### config.mk
export PLATFORM = sky130hd
export DESIGN_NAME = rle_rgba_pixel_decoder_top
export DESIGN_NICKNAME = d
export VERILOG_FILES = /design/src/design/rlepd_pkg.sv /design/src/design/rlepd_front.sv /design/src/design/rlepd_cmdq.sv /design/src/design/rlepd_back.sv /design/src/design/rle_rgba_pixel_decoder_top.sv
export VERILOG_INCLUDE_DIRS = /design/src /design/src/design
export SDC_FILE = /design/constraint.sdc
export NUM_CORES = 1
export LEC_CHECK = 0
export ABC_AREA = 1
export ABC_CLOCK_PERIOD_IN_PS = 3860
export BUFFER_PORTS_ARGS = -buffer_cell sky130_fd_sc_hd__buf_4
export CAP_MARGIN = 40
export CORE_ASPECT_RATIO = 1.75
export CORE_MARGIN = 1
export CORE_UTILIZATION = 35
export DETAILED_ROUTE_END_ITERATION = 16
export SLEW_MARGIN = 20
export SYNTH_ARGS = -nofsm -noshare
export SYNTH_HDL_FRONTEND = slang
export SYNTH_HIERARCHICAL = 1
export SYNTH_SLANG_ARGS = --single-unit
export TNS_END_PERCENT = 50
### constraint.sdc
create_clock -name clk -period 3.86 [get_ports clk]
set_input_delay 0.193 -clock clk [delete_from_list [all_inputs] [get_ports clk]]
set_output_delay 0.193 -clock clk [all_outputs]
set_load 0.02 [all_outputs]
### src/design/rle_rgba_pixel_decoder_top_defines.svh
// Assertion helpers for the RLE pixel decoder.
`ifndef RLE_RGBA_PIXEL_DECODER_TOP_DEFINES_SVH
`define RLE_RGBA_PIXEL_DECODER_TOP_DEFINES_SVH

// Same-cycle implication, sampled on clk, off while arst_n is low.
`define RLEPD_ASSERT_IMP(lbl, ante, cons, msg) \
	lbl: assert property (@(posedge clk) disable iff (!arst_n) (ante) |-> (cons)) \
		else $error(msg);

// Next-cycle implication, sampled on clk, off while arst_n is low.
`define RLEPD_ASSERT_NXT(lbl, ante, cons, msg) \
	lbl: assert property (@(posedge clk) disable iff (!arst_n) (ante) |=> (cons)) \
		else $error(msg);

`endif

### src/design/rlepd_pkg.sv
`default_nettype none

package rlepd_pkg;

	localparam logic [16:0] FRAME_PIXELS_RST = 17'd23040;
	localparam int unsigned CQ_DEPTH = 2;

	typedef enum logic [1:0] {
		ST_OK      = 2'd0,
		ST_OVERRUN = 2'd1,
		ST_TRUNC   = 2'd2,
		ST_SHORT   = 2'd3
	} status_t;

	// At most one command per accepted byte: a run, a literal pixel or a status-only close.
	typedef struct packed {
		logic [31:0] pixel;
		logic [7:0]  count;
		logic        frame_end;
		status_t     status;
	} cmd_t;

endpackage

`default_nettype wire

### src/design/rlepd_front.sv
`default_nettype none

module rlepd_front (
	input  wire logic          clk,
	input  wire logic          arst_n,
	input  wire logic [16:0]   frame_pixels,
	input  wire logic          in_valid,
	output logic               in_ready,
	input  wire logic [7:0]    data_byte,
	input  wire logic          last_byte,
	input  wire logic          q_full,
	output logic               q_push,
	output rlepd_pkg::cmd_t    q_cmd
);
	import rlepd_pkg::*;

	logic        err_q, err_n;
	logic        inpk_q, inpk_n;
	logic        run_q, run_n;
	logic [7:0]  left_q, left_n;
	logic [1:0]  bip_q, bip_n;
	logic [23:0] part_q, part_n;
	logic [16:0] pw_q, pw_n;

	logic        accept;
	logic [7:0]  hdr_count;
	logic [17:0] hdr_sum;
	logic        cmd_vld;
	cmd_t        cmd;

	assign in_ready = !q_full;
	assign accept   = in_valid && !q_full;
	assign hdr_count = {1'b0, data_byte[6:0]} + 8'd1;
	assign hdr_sum   = {1'b0, pw_q} + {10'd0, hdr_count};

	always_comb begin
		err_n   = err_q;
		inpk_n  = inpk_q;
		run_n   = run_q;
		left_n  = left_q;
		bip_n   = bip_q;
		part_n  = part_q;
		pw_n    = pw_q;
		cmd_vld = 1'b0;
		cmd     = '0;
		if (!err_q) begin
			if (!inpk_q) begin
				if (hdr_sum > {1'b0, frame_pixels}) begin
					err_n = 1'b1;
				end else begin
					inpk_n = 1'b1;
					run_n  = data_byte[7];
					left_n = hdr_count;
					bip_n  = 2'd0;
					part_n = '0;
				end
			end else if (bip_q != 2'd3) begin
				case (bip_q)
					2'd0: part_n[7:0]   = data_byte;
					2'd1: part_n[15:8]  = data_byte;
					default: part_n[23:16] = data_byte;
				endcase
				bip_n = bip_q + 2'd1;
			end else begin
				cmd_vld   = 1'b1;
				cmd.pixel = {data_byte, part_q};
				bip_n     = 2'd0;
				part_n    = '0;
				if (run_q) begin
					cmd.count = left_q;
					pw_n      = pw_q + {9'd0, left_q};
					left_n    = 8'd0;
					inpk_n    = 1'b0;
				end else begin
					cmd.count = 8'd1;
					pw_n      = pw_q + 17'd1;
					left_n    = left_q - 8'd1;
					inpk_n    = (left_q != 8'd1);
				end
			end
		end
		if (last_byte) begin
			cmd_vld       = 1'b1;
			cmd.frame_end = 1'b1;
			if (err_n) begin
				cmd.status = ST_OVERRUN;
			end else if (inpk_n) begin
				cmd.status = ST_TRUNC;
			end else if (pw_n != frame_pixels) begin
				cmd.status = ST_SHORT;
			end else begin
				cmd.status = ST_OK;
			end
			err_n  = 1'b0;
			inpk_n = 1'b0;
			run_n  = 1'b0;
			left_n = 8'd0;
			bip_n  = 2'd0;
			part_n = '0;
			pw_n   = '0;
		end
	end

	assign q_push = accept && cmd_vld;
	assign q_cmd  = cmd;

	always_ff @(posedge clk or negedge arst_n) begin
		if (!arst_n) begin
			err_q  <= 1'b0;
			inpk_q <= 1'b0;
			run_q  <= 1'b0;
			left_q <= '0;
			bip_q  <= '0;
			part_q <= '0;
			pw_q   <= '0;
		end else if (accept) begin
			err_q  <= err_n;
			inpk_q <= inpk_n;
			run_q  <= run_n;
			left_q <= left_n;
			bip_q  <= bip_n;
			part_q <= part_n;
			pw_q   <= pw_n;
		end
	end

endmodule

`default_nettype wire

### src/design/rlepd_cmdq.sv
`default_nettype none

module rlepd_cmdq (
	input  wire logic          clk,
	input  wire logic          arst_n,
	input  wire logic          push,
	input  rlepd_pkg::cmd_t    push_cmd,
	output logic               full,
	output logic               head_valid,
	output rlepd_pkg::cmd_t    head_cmd,
	input  wire logic          pop
);
	import rlepd_pkg::*;

	localparam int unsigned PW = (CQ_DEPTH > 1) ? $clog2(CQ_DEPTH) : 1;
	localparam int unsigned CW = $clog2(CQ_DEPTH + 1);

	cmd_t          mem_q [CQ_DEPTH];
	logic [PW-1:0] wr_q;
	logic [PW-1:0] rd_q;
	logic [CW-1:0] cnt_q;

	assign full       = (cnt_q == CW'(CQ_DEPTH));
	assign head_valid = (cnt_q != '0);
	assign head_cmd   = mem_q[rd_q];

	always_ff @(posedge clk) begin
		if (push) begin
			mem_q[wr_q] <= push_cmd;
		end
	end

	always_ff @(posedge clk or negedge arst_n) begin
		if (!arst_n) begin
			wr_q  <= '0;
			rd_q  <= '0;
			cnt_q <= '0;
		end else begin
			if (push) begin
				wr_q <= (wr_q == PW'(CQ_DEPTH - 1)) ? '0 : wr_q + PW'(1);
			end
			if (pop) begin
				rd_q <= (rd_q == PW'(CQ_DEPTH - 1)) ? '0 : rd_q + PW'(1);
			end
			if (push && !pop) begin
				cnt_q <= cnt_q + CW'(1);
			end else if (pop && !push) begin
				cnt_q <= cnt_q - CW'(1);
			end
		end
	end

endmodule

`default_nettype wire

### src/design/rlepd_back.sv
`default_nettype none

module rlepd_back (
	input  wire logic          clk,
	input  wire logic          arst_n,
	input  wire logic          q_valid,
	input  rlepd_pkg::cmd_t    q_cmd,
	output logic               q_pop,
	output logic               out_valid,
	input  wire logic          out_ready,
	output logic [31:0]        pixel_first,
	output logic [31:0]        pixel_second,
	output logic [1:0]         beat_pixels,
	output logic               frame_end,
	output logic [1:0]         status
);
	import rlepd_pkg::*;

	logic [7:0]  sent_q;
	logic        ovld_q;
	logic [31:0] pf_q;
	logic [31:0] ps_q;
	logic [1:0]  pc_q;
	logic        fe_q;
	logic [1:0]  st_q;

	logic [7:0]  remain;
	logic [1:0]  n;
	logic        final_beat;
	logic        emit;

	assign remain     = q_cmd.count - sent_q;
	assign n          = (remain >= 8'd2) ? 2'd2 : remain[1:0];
	assign final_beat = (remain <= 8'd2);
	assign emit       = q_valid && (!ovld_q || out_ready);
	assign q_pop      = emit && final_beat;

	always_ff @(posedge clk or negedge arst_n) begin
		if (!arst_n) begin
			sent_q <= '0;
			ovld_q <= 1'b0;
		end else begin
			if (emit) begin
				sent_q <= final_beat ? 8'd0 : sent_q + 8'd2;
				ovld_q <= 1'b1;
			end else if (out_ready) begin
				ovld_q <= 1'b0;
			end
		end
	end

	always_ff @(posedge clk) begin
		if (emit) begin
			pf_q <= (n != 2'd0) ? q_cmd.pixel : 32'd0;
			ps_q <= (n == 2'd2) ? q_cmd.pixel : 32'd0;
			pc_q <= n;
			fe_q <= q_cmd.frame_end && final_beat;
			st_q <= (q_cmd.frame_end && final_beat) ? q_cmd.status : ST_OK;
		end
	end

	assign out_valid    = ovld_q;
	assign pixel_first  = pf_q;
	assign pixel_second = ps_q;
	assign beat_pixels  = pc_q;
	assign frame_end    = fe_q;
	assign status       = st_q;

endmodule

`default_nettype wire

### src/design/rle_rgba_pixel_decoder_top.sv
// channel  | handshake            | payload
// ---------+----------------------+---------------------------------------------
// in       | in_valid / in_ready  | data_byte, last_byte
// out      | out_valid / out_ready| pixel_first, pixel_second, beat_pixels,
//          |                      | frame_end, status
// cfg      | cfg_valid / cfg_ready| cfg_data (frame_pixels)
//
// One input beat per cycle while the two-entry command queue has room.
// A run of n pixels leaves as ceil(n/2) output beats, one per cycle while
// out_ready is high; every other byte gives at most one beat. Input stalls
// once the queue is full. Reset clears all frame state; frame_pixels
// returns to 23040. cfg_ready is always high.
`default_nettype none
`include "rle_rgba_pixel_decoder_top_defines.svh"

module rle_rgba_pixel_decoder_top #(
	parameter int unsigned MAX_FRAME_PIXELS = 65536
) (
	input  wire logic        clk,
	input  wire logic        arst_n,
	input  wire logic        cfg_valid,
	output logic             cfg_ready,
	input  wire logic [16:0] cfg_data,
	input  wire logic        in_valid,
	output logic             in_ready,
	input  wire logic [7:0]  data_byte,
	input  wire logic        last_byte,
	output logic             out_valid,
	input  wire logic        out_ready,
	output logic [31:0]      pixel_first,
	output logic [31:0]      pixel_second,
	output logic [1:0]       beat_pixels,
	output logic             frame_end,
	output logic [1:0]       status
);
	import rlepd_pkg::*;

	localparam int unsigned FP_CAP   = (MAX_FRAME_PIXELS > 131071) ? 131071 : MAX_FRAME_PIXELS;
	localparam logic [16:0] FP_CAP_W = 17'(FP_CAP);

	logic [16:0] frame_pixels_q;
	logic        q_push;
	cmd_t        q_push_cmd;
	logic        q_full;
	logic        q_valid;
	cmd_t        q_head;
	logic        q_pop;

	assign cfg_ready = 1'b1;

	always_ff @(posedge clk or negedge arst_n) begin
		if (!arst_n) begin
			frame_pixels_q <= FRAME_PIXELS_RST;
		end else if (cfg_valid) begin
			frame_pixels_q <= (cfg_data > FP_CAP_W) ? FP_CAP_W : cfg_data;
		end
	end

	rlepd_front u_front (
		.clk          (clk),
		.arst_n       (arst_n),
		.frame_pixels (frame_pixels_q),
		.in_valid     (in_valid),
		.in_ready     (in_ready),
		.data_byte    (data_byte),
		.last_byte    (last_byte),
		.q_full       (q_full),
		.q_push       (q_push),
		.q_cmd        (q_push_cmd)
	);

	rlepd_cmdq u_cmdq (
		.clk        (clk),
		.arst_n     (arst_n),
		.push       (q_push),
		.push_cmd   (q_push_cmd),
		.full       (q_full),
		.head_valid (q_valid),
		.head_cmd   (q_head),
		.pop        (q_pop)
	);

	rlepd_back u_back (
		.clk          (clk),
		.arst_n       (arst_n),
		.q_valid      (q_valid),
		.q_cmd        (q_head),
		.q_pop        (q_pop),
		.out_valid    (out_valid),
		.out_ready    (out_ready),
		.pixel_first  (pixel_first),
		.pixel_second (pixel_second),
		.beat_pixels  (beat_pixels),
		.frame_end    (frame_end),
		.status       (status)
	);

	`RLEPD_ASSERT_IMP(a_empty_beat_ends_frame, out_valid && (beat_pixels == 2'd0), frame_end, "status-only beat without frame_end")
	`RLEPD_ASSERT_IMP(a_status_only_at_end, out_valid && (status != ST_OK), frame_end, "status set off frame_end")
	`RLEPD_ASSERT_IMP(a_full_has_head, q_full, q_valid, "queue full but empty")
	`RLEPD_ASSERT_NXT(a_pop_frees_slot, q_pop && !q_push, !q_full, "queue still full after pop")

endmodule

`default_nettype wire

After elaboration in Yosys (flattened, before gate mapping)
Memory sizes are Yosys's and may differ from the RTL's.
Cells that the tools add are included.

storage, ports and cells
  register bits = 153
  memory bits (writable) = 86
  input bits = 31
  output and inout port bits = 72
  memories = 1

cells by class
  $add $sub $neg = 12
  magnitude comparators = 4
  equal/unequal tests = 14
  muxes and demuxes = 61
  reductions and logical operators = 24

memories
  name          depth  width  rd ports  clocked after Yosys merged registers in  write ports  line              text
  u_cmdq.mem_q  2      43     1         0                                        1            rlepd_cmdq.sv:18  cmd_t mem_q [CQ_DEPTH];

operators with widths
  kind                                                                number
  two-way mux 24 bit                                                  5
  two-way mux 40 bit                                                  3
  two-way mux 17 bit                                                  6
  two-way mux 8 bit                                                   11
  two-way mux 1 bit                                                   24
  two-way mux 2 bit                                                   11
  AND reduction 4 bit                                                 5
  adder 17 x 8 -> 18 bit                                              1
  greater-than comparator 18 x 17 -> 1 bit                            1
  adder 17 x 1 -> 17 bit (second input constant)                      1
  adder 17 x 8 -> 17 bit                                              1
  greater-than comparator 17 bit (second input constant)              1
  inequality test 17 bit                                              1
  inequality test 4 bit (second input constant)                       3
  adder 7 x 1 -> 8 bit (second input constant)                        1
  adder 8 x 2 -> 8 bit (second input constant)                        1
  greater-or-equal comparator 8 x 2 -> 1 bit (second input constant)  1
  <= comparator 8 x 2 -> 1 bit (second input constant)                1
  inequality test 2 bit (second input constant)                       4
  inequality test 8 x 1 -> 1 bit (second input constant)              1
  nonzero test 2 bit                                                  4
  subtractor 8 x 1 -> 8 bit (second input constant)                   1
  subtractor 8 bit                                                    1
  logical AND 1 bit                                                   7
  other kinds (13)                                                    19

Depth between registers and ports, before layout
  depth in word-level cells = 10
  mapped depth = 33
  gate-level depth less buffers = 33

Hierarchy
Netlist, hierarchy kept.

modules (own cells, without submodules)
  module                      instances  cells an instance  area an instance (µm²)  sequential area each (µm²)
  rlepd_front                 1          759                5,041.1                 1,351.3
  rlepd_back                  1          345                3,579.7                 2,272.2
  rlepd_cmdq                  1          159                3,510.9                 2,682.6
  rle_rgba_pixel_decoder_top  1          123                853.3                   430.4

Worst setup path before layout
OpenSTA, ideal clock, no wires.

  path kind = input to register
  from = input data_byte[2]
  to = register u_front.part_q[10]
  setup time = 119 ps
  data arrival time = 3,623 ps
  required time = 3,741 ps
  path slack = 118 ps
  stages = 33
  cell sequence = inv_1 > nor3_1 > inv_1 > nor3_1 > xor2_1 > inv_1 > ha_1 > nand2_1 > nor2_2 > nand2_2 > o21ai_4 > inv_1 > nor2_1 > xor2_1 > ha_1 > nand2_1 > inv_1 > nand2_2 > nor2_1 > a21oi_1 > nand2_1 > nand2_1 > nand2_1 > nand2_1 > nand2_1 > nand2_1 > nand2_2 > a21boi_4 > buf_12 > o21ai_4 > buf_12 > nand2_2 > o21ai_2

between the ends
  cells in the longest elaborated chain, start to end = 5
  elaborated cells on any way between the ends = 10

ends and longest elaborated chain
  element                                                                                       line                                  text
  from (decl)                                                                                   rle_rgba_pixel_decoder_top.sv:26      input wire logic [7:0] data_byte,
  adder 7 x 1 -> 8 bit / two-way mux 8 bit (equally long branches)                              rlepd_front.sv:33, rlepd_front.sv:58
  adder 17 x 8 -> 18 bit / two-way mux 24 bit (equally long branches)                           rlepd_front.sv:34, rlepd_front.sv:57
  greater-than comparator 18 x 17 -> 1 bit / two-way mux 24 bit (equally long branches)         rlepd_front.sv:48, rlepd_front.sv:47
  inequality test 3 x 2 -> 1 bit (no source line) / two-way mux 24 bit (equally long branches)  --
  AND reduction 4 bit (no source line) / two-way mux 24 bit (equally long branches)             --
  to (signal assigned)                                                                          rlepd_front.sv:122                    part_q <= part_n;
  to (decl)                                                                                     rlepd_front.sv:22                     logic [23:0] part_q, part_n;

Parallel ways exist; a longest one is shown, timed or not. The select of a mux whose other input is x is not followed.
A chain may end at the register's enable or synchronous reset.

Worst setup path after layout
  from = register u_front.pw_q[0]
  to = register u_front.left_q[0]

between the ends
  cells in the longest elaborated chain, start to end = 4

ends and longest elaborated chain
  element                                          line                text
  from (decl)                                      rlepd_front.sv:23   logic [16:0] pw_q, pw_n;
  from (signal assigned)                           rlepd_front.sv:123  pw_q <= pw_n;
  adder 17 x 8 -> 18 bit                           rlepd_front.sv:34   assign hdr_sum = {1'b0, pw_q} + {10'd0, hdr_count};
  greater-than comparator 18 x 17 -> 1 bit         rlepd_front.sv:48   if (hdr_sum > {1'b0, frame_pixels}) begin
  inequality test 3 x 2 -> 1 bit (no source line)  --
  AND reduction 4 bit (no source line)             --
  to (signal assigned)                             rlepd_front.sv:120  left_q <= left_n;
  to (decl)                                        rlepd_front.sv:20   logic [7:0] left_q, left_n;

Every way passes these cells.

==> reports/metrics.cfg <==
[routing]
remaining_drc_errors=0
dr_wl_met3_um=951
drtIter0Drc=471
top_layer_used=met4
dr.pass1.iters=5
dr_wl_met2_um=16430
finalWirelength_um=29120
vias=9353
antenna_left=0
vias_per_cell=4.560
wl_per_cell_um=14.20
wl_met1_um=9838

[timing]
slew_headroom=0.4698
fin_crit_sh=0.9715
max_freq_mhz=266.7
fin_skew_ps=12.04
grt_setup_unrepaired=true
min_period_ps=3750
setup_ws_ps=110.0
fin_tns_setup_ps=0
slew_viol_final=0
setup_violations=0
hold_viol=0
holdWs_ps=12.37
tightest_slew_ps=794.4

[grt]
grt_pass1_vias=9262
grt_max_degree=71
grt_pass1_wl_um=46000
globalRouteOverflowTotal=0
antenna_found_initial=0
track_usage=0.1541

[cells_and_area]
fillers=3555
n_antenna_cell=0
final_core_util=0.4272
finalNonFillerCells=2051
layout.nets=1642
layout-drive-gt1-share=0.2329
synthToLayoutAreaGrowth_pct=20.58

[cts]
cts_tree=built
ctsHtreeMaxLevel=1
clock-root-buffer=clkbuf_16
clk_pin_slew_ps=70
cts_max_path_buffers=3
cts_buffers=23
clk_latency_ps=510
cts_sinks=238

[synth]
synth.most_common_cell=nand2_1
syn_inst=1386
synthTopCellsByCount=361 x nand2_1, 258 x inv_1, 155 x edfxtp_1
synth_warnings=6
synth_area_um2=12980
yosysUniqueCellTypes=54
synthTopCellsByArea=edfxtp_1 36%, dfrtp_1 15%, nand2_1 10%
ys_seq_area_frac=0.5188
async_flop_share=0.3487
synth_edf_count=155
synthFlopType=edfxtp_1
syn-num-nets=1468
yosysTopAreaCellShare=0.3585
synth_seq_cells=238
yosys.area.top_type=edfxtp_1
avgSynthCellArea_um2=9.369

[power]
p_int_mw=6.351
powerDensity_nw_per_um2=638.1
comb_power_share=0.392
clkPwrFrac=0.213
power_frac_seq=0.395
p_sw_mw=3.639
p_leak_nw=7.468
vdd_ir_drop_max_mv=0.2636
switching_share=0.3643

[critical_path]
regToRegEndpoint=u_front/left_q[0]$_DFFE_PN0P_
path_class=register to register
path_delay_family=simple AND/OR/NAND/NOR gates
cp-start-kind=register
cpMostUsedCell=nand2_1
r2r_start=u_front/pw_q[0]$_DFFE_PN0P_
arrival_ps=4150
worstPathMaxFanout=7
rr_worst_depth=29
r2r_setup_slack_ps=110
worstPathRequired_ps=4260
crit_path_end_kind=register
path_depth=29
cp_num_buf_inv=4
slowest_stage=dfrtp_1
slowest_delay_ps=420

[run_status]
run_status=finished clean

[placement]
dp_cells=1979
io_buffers=101
place_congestion=0.8891
pre_cts_ws_ps=-297.2
dp_hpwl_um=21720

[worst_hold_path]
hold_depth=5
holdPathEnd=frame_pixels_q[8]$_DFFE_PN0P_
holdCritStartpoint=cfg_data[8]
hold_path_class=input port to register

[floorplan]
fp.dieH_um=256.8
coreArea_um2=36650
initial_utilization=0.3543
rows=93
die_w_um=147.6
ioPinCount=103
dieArea_um2=37900

[run]
drv_cap=0

[sequential cells by signal, summed over array words and instances (netlist names)]
name and count:
u_cmdq/mem_q 86, u_back/pixel_first 32, u_back/pixel_second 32, u_front/part_q 24, frame_pixels_q 17, u_front/pw_q 17
u_front/left_q 8, u_back/sent_q 7, u_back/beat_pixels 2, u_back/status 2, u_cmdq/cnt_q 2, u_front/bip_q 2
u_back/frame_end 1, u_back/out_valid 1, u_cmdq/rd_q 1, u_cmdq/wr_q 1, u_front/err_q 1, u_front/inpk_q 1
u_front/run_q 1
[through the flow]
stage          power, mW  cell area [µm²]
6_report           9.990            15660
5_1_grt            10.64            15660
4_1_cts            9.936            15330
2_1_floorplan      6.671            12990
3_5_place_dp       7.758            14410
3_3_place_gp       7.675            14410
[cell families after synthesis]
logic type	synth area share
AO/OA/AOI/OAI	0.05695
adder cells (fa/ha/maj)	0.05088
multiplexers	0.04856
AND/OR/NAND/NOR	0.1966
other	0.0005784
flip-flops	0.5188
XOR/XNOR	0.02158
buffers and inverters	0.1061
[worst max path at each step]
stage	start	end	slack, ps
after floorplan	data_byte[2]	u_front/part_q[10]$_DFFE_PN0P_	120
after global placement	data_byte[2]	u_front/left_q[6]$_DFFE_PN0P_	-300
after detailed placement	data_byte[0]	u_front/left_q[6]$_DFFE_PN0P_	-300
after CTS	u_front/pw_q[0]$_DFFE_PN0P_	u_front/left_q[6]$_DFFE_PN0P_	-7
after global routing	u_front/pw_q[0]$_DFFE_PN0P_	u_front/left_q[3]$_DFFE_PN0P_	-120
final	u_front/pw_q[0]$_DFFE_PN0P_	u_front/left_q[0]$_DFFE_PN0P_	110
[routing by layer]
layer  up-vias  track usage
met5         -            0
met1      4336       0.1411
li1       4743            -
met4         0       0.1048
met2       202       0.3082
met3        72      0.01655
[power by group through the flow]
stage,Sequential (mW),Clock (mW),Combinational (mW)
after floorplan,4.38,0,2.29
after global placement,3.99,0,3.68
after detailed placement,4.01,0,3.75
after CTS,3.96,2.19,3.78
after global routing,4.02,2.29,4.34
final,3.95,2.13,3.91
[cell usage in the layout (no fill, tap or decap), types with 19 or more instances in the layout]
master         Yosys  final
nand2_1          361    350
nor2_1           107    102
o21ai_2           16     19
ha_1              48     44
inv_2             20     21
edfxtp_1         155    155
dlygate4sd3_1      0     20
nand3_1           56     55
a21oi_1           27     21
nand2_2           28     39
buf_4              5    153
dfrtp_1           79     76
mux2_4            39     39
inv_1            258    257
clkbuf_16          0     23
xor2_1            27     27
[cell type report]
type / instances / area, µm² / share of cell area
repair buffers: 180 / 1485 / 0.09485
multi-input cells: 838 / 5081 / 0.3245
clock buffers: 29 / 628.1 / 0.04012
clock inverters: 12 / 81.33 / 0.005194
flip-flops and latches: 238 / 6740 / 0.4305
well taps: 475 / 594.3 / 0.03796
inverters: 279 / 1047 / 0.06688
[timing repair]
| action | in CTS | in global routing |
|---|---|---|
| hold endpoints to repair | 77 | 0 |
| gates cloned | 0 | 3 |
| buffers inserted | 0 | 7 |
| pin swaps | 1 | 20 |
| setup endpoints to repair | 33 | 40 |
| hold buffers | 20 | 0 |
| gates resized for setup | 5 | 45 |
[tightest hold or removal path: stages]
cell     delay [ps]
buf_4            90
nand2_1          40
inv_1            40
nand2_1          60
nand2_1          60
(Power assumes the default switching activity.)
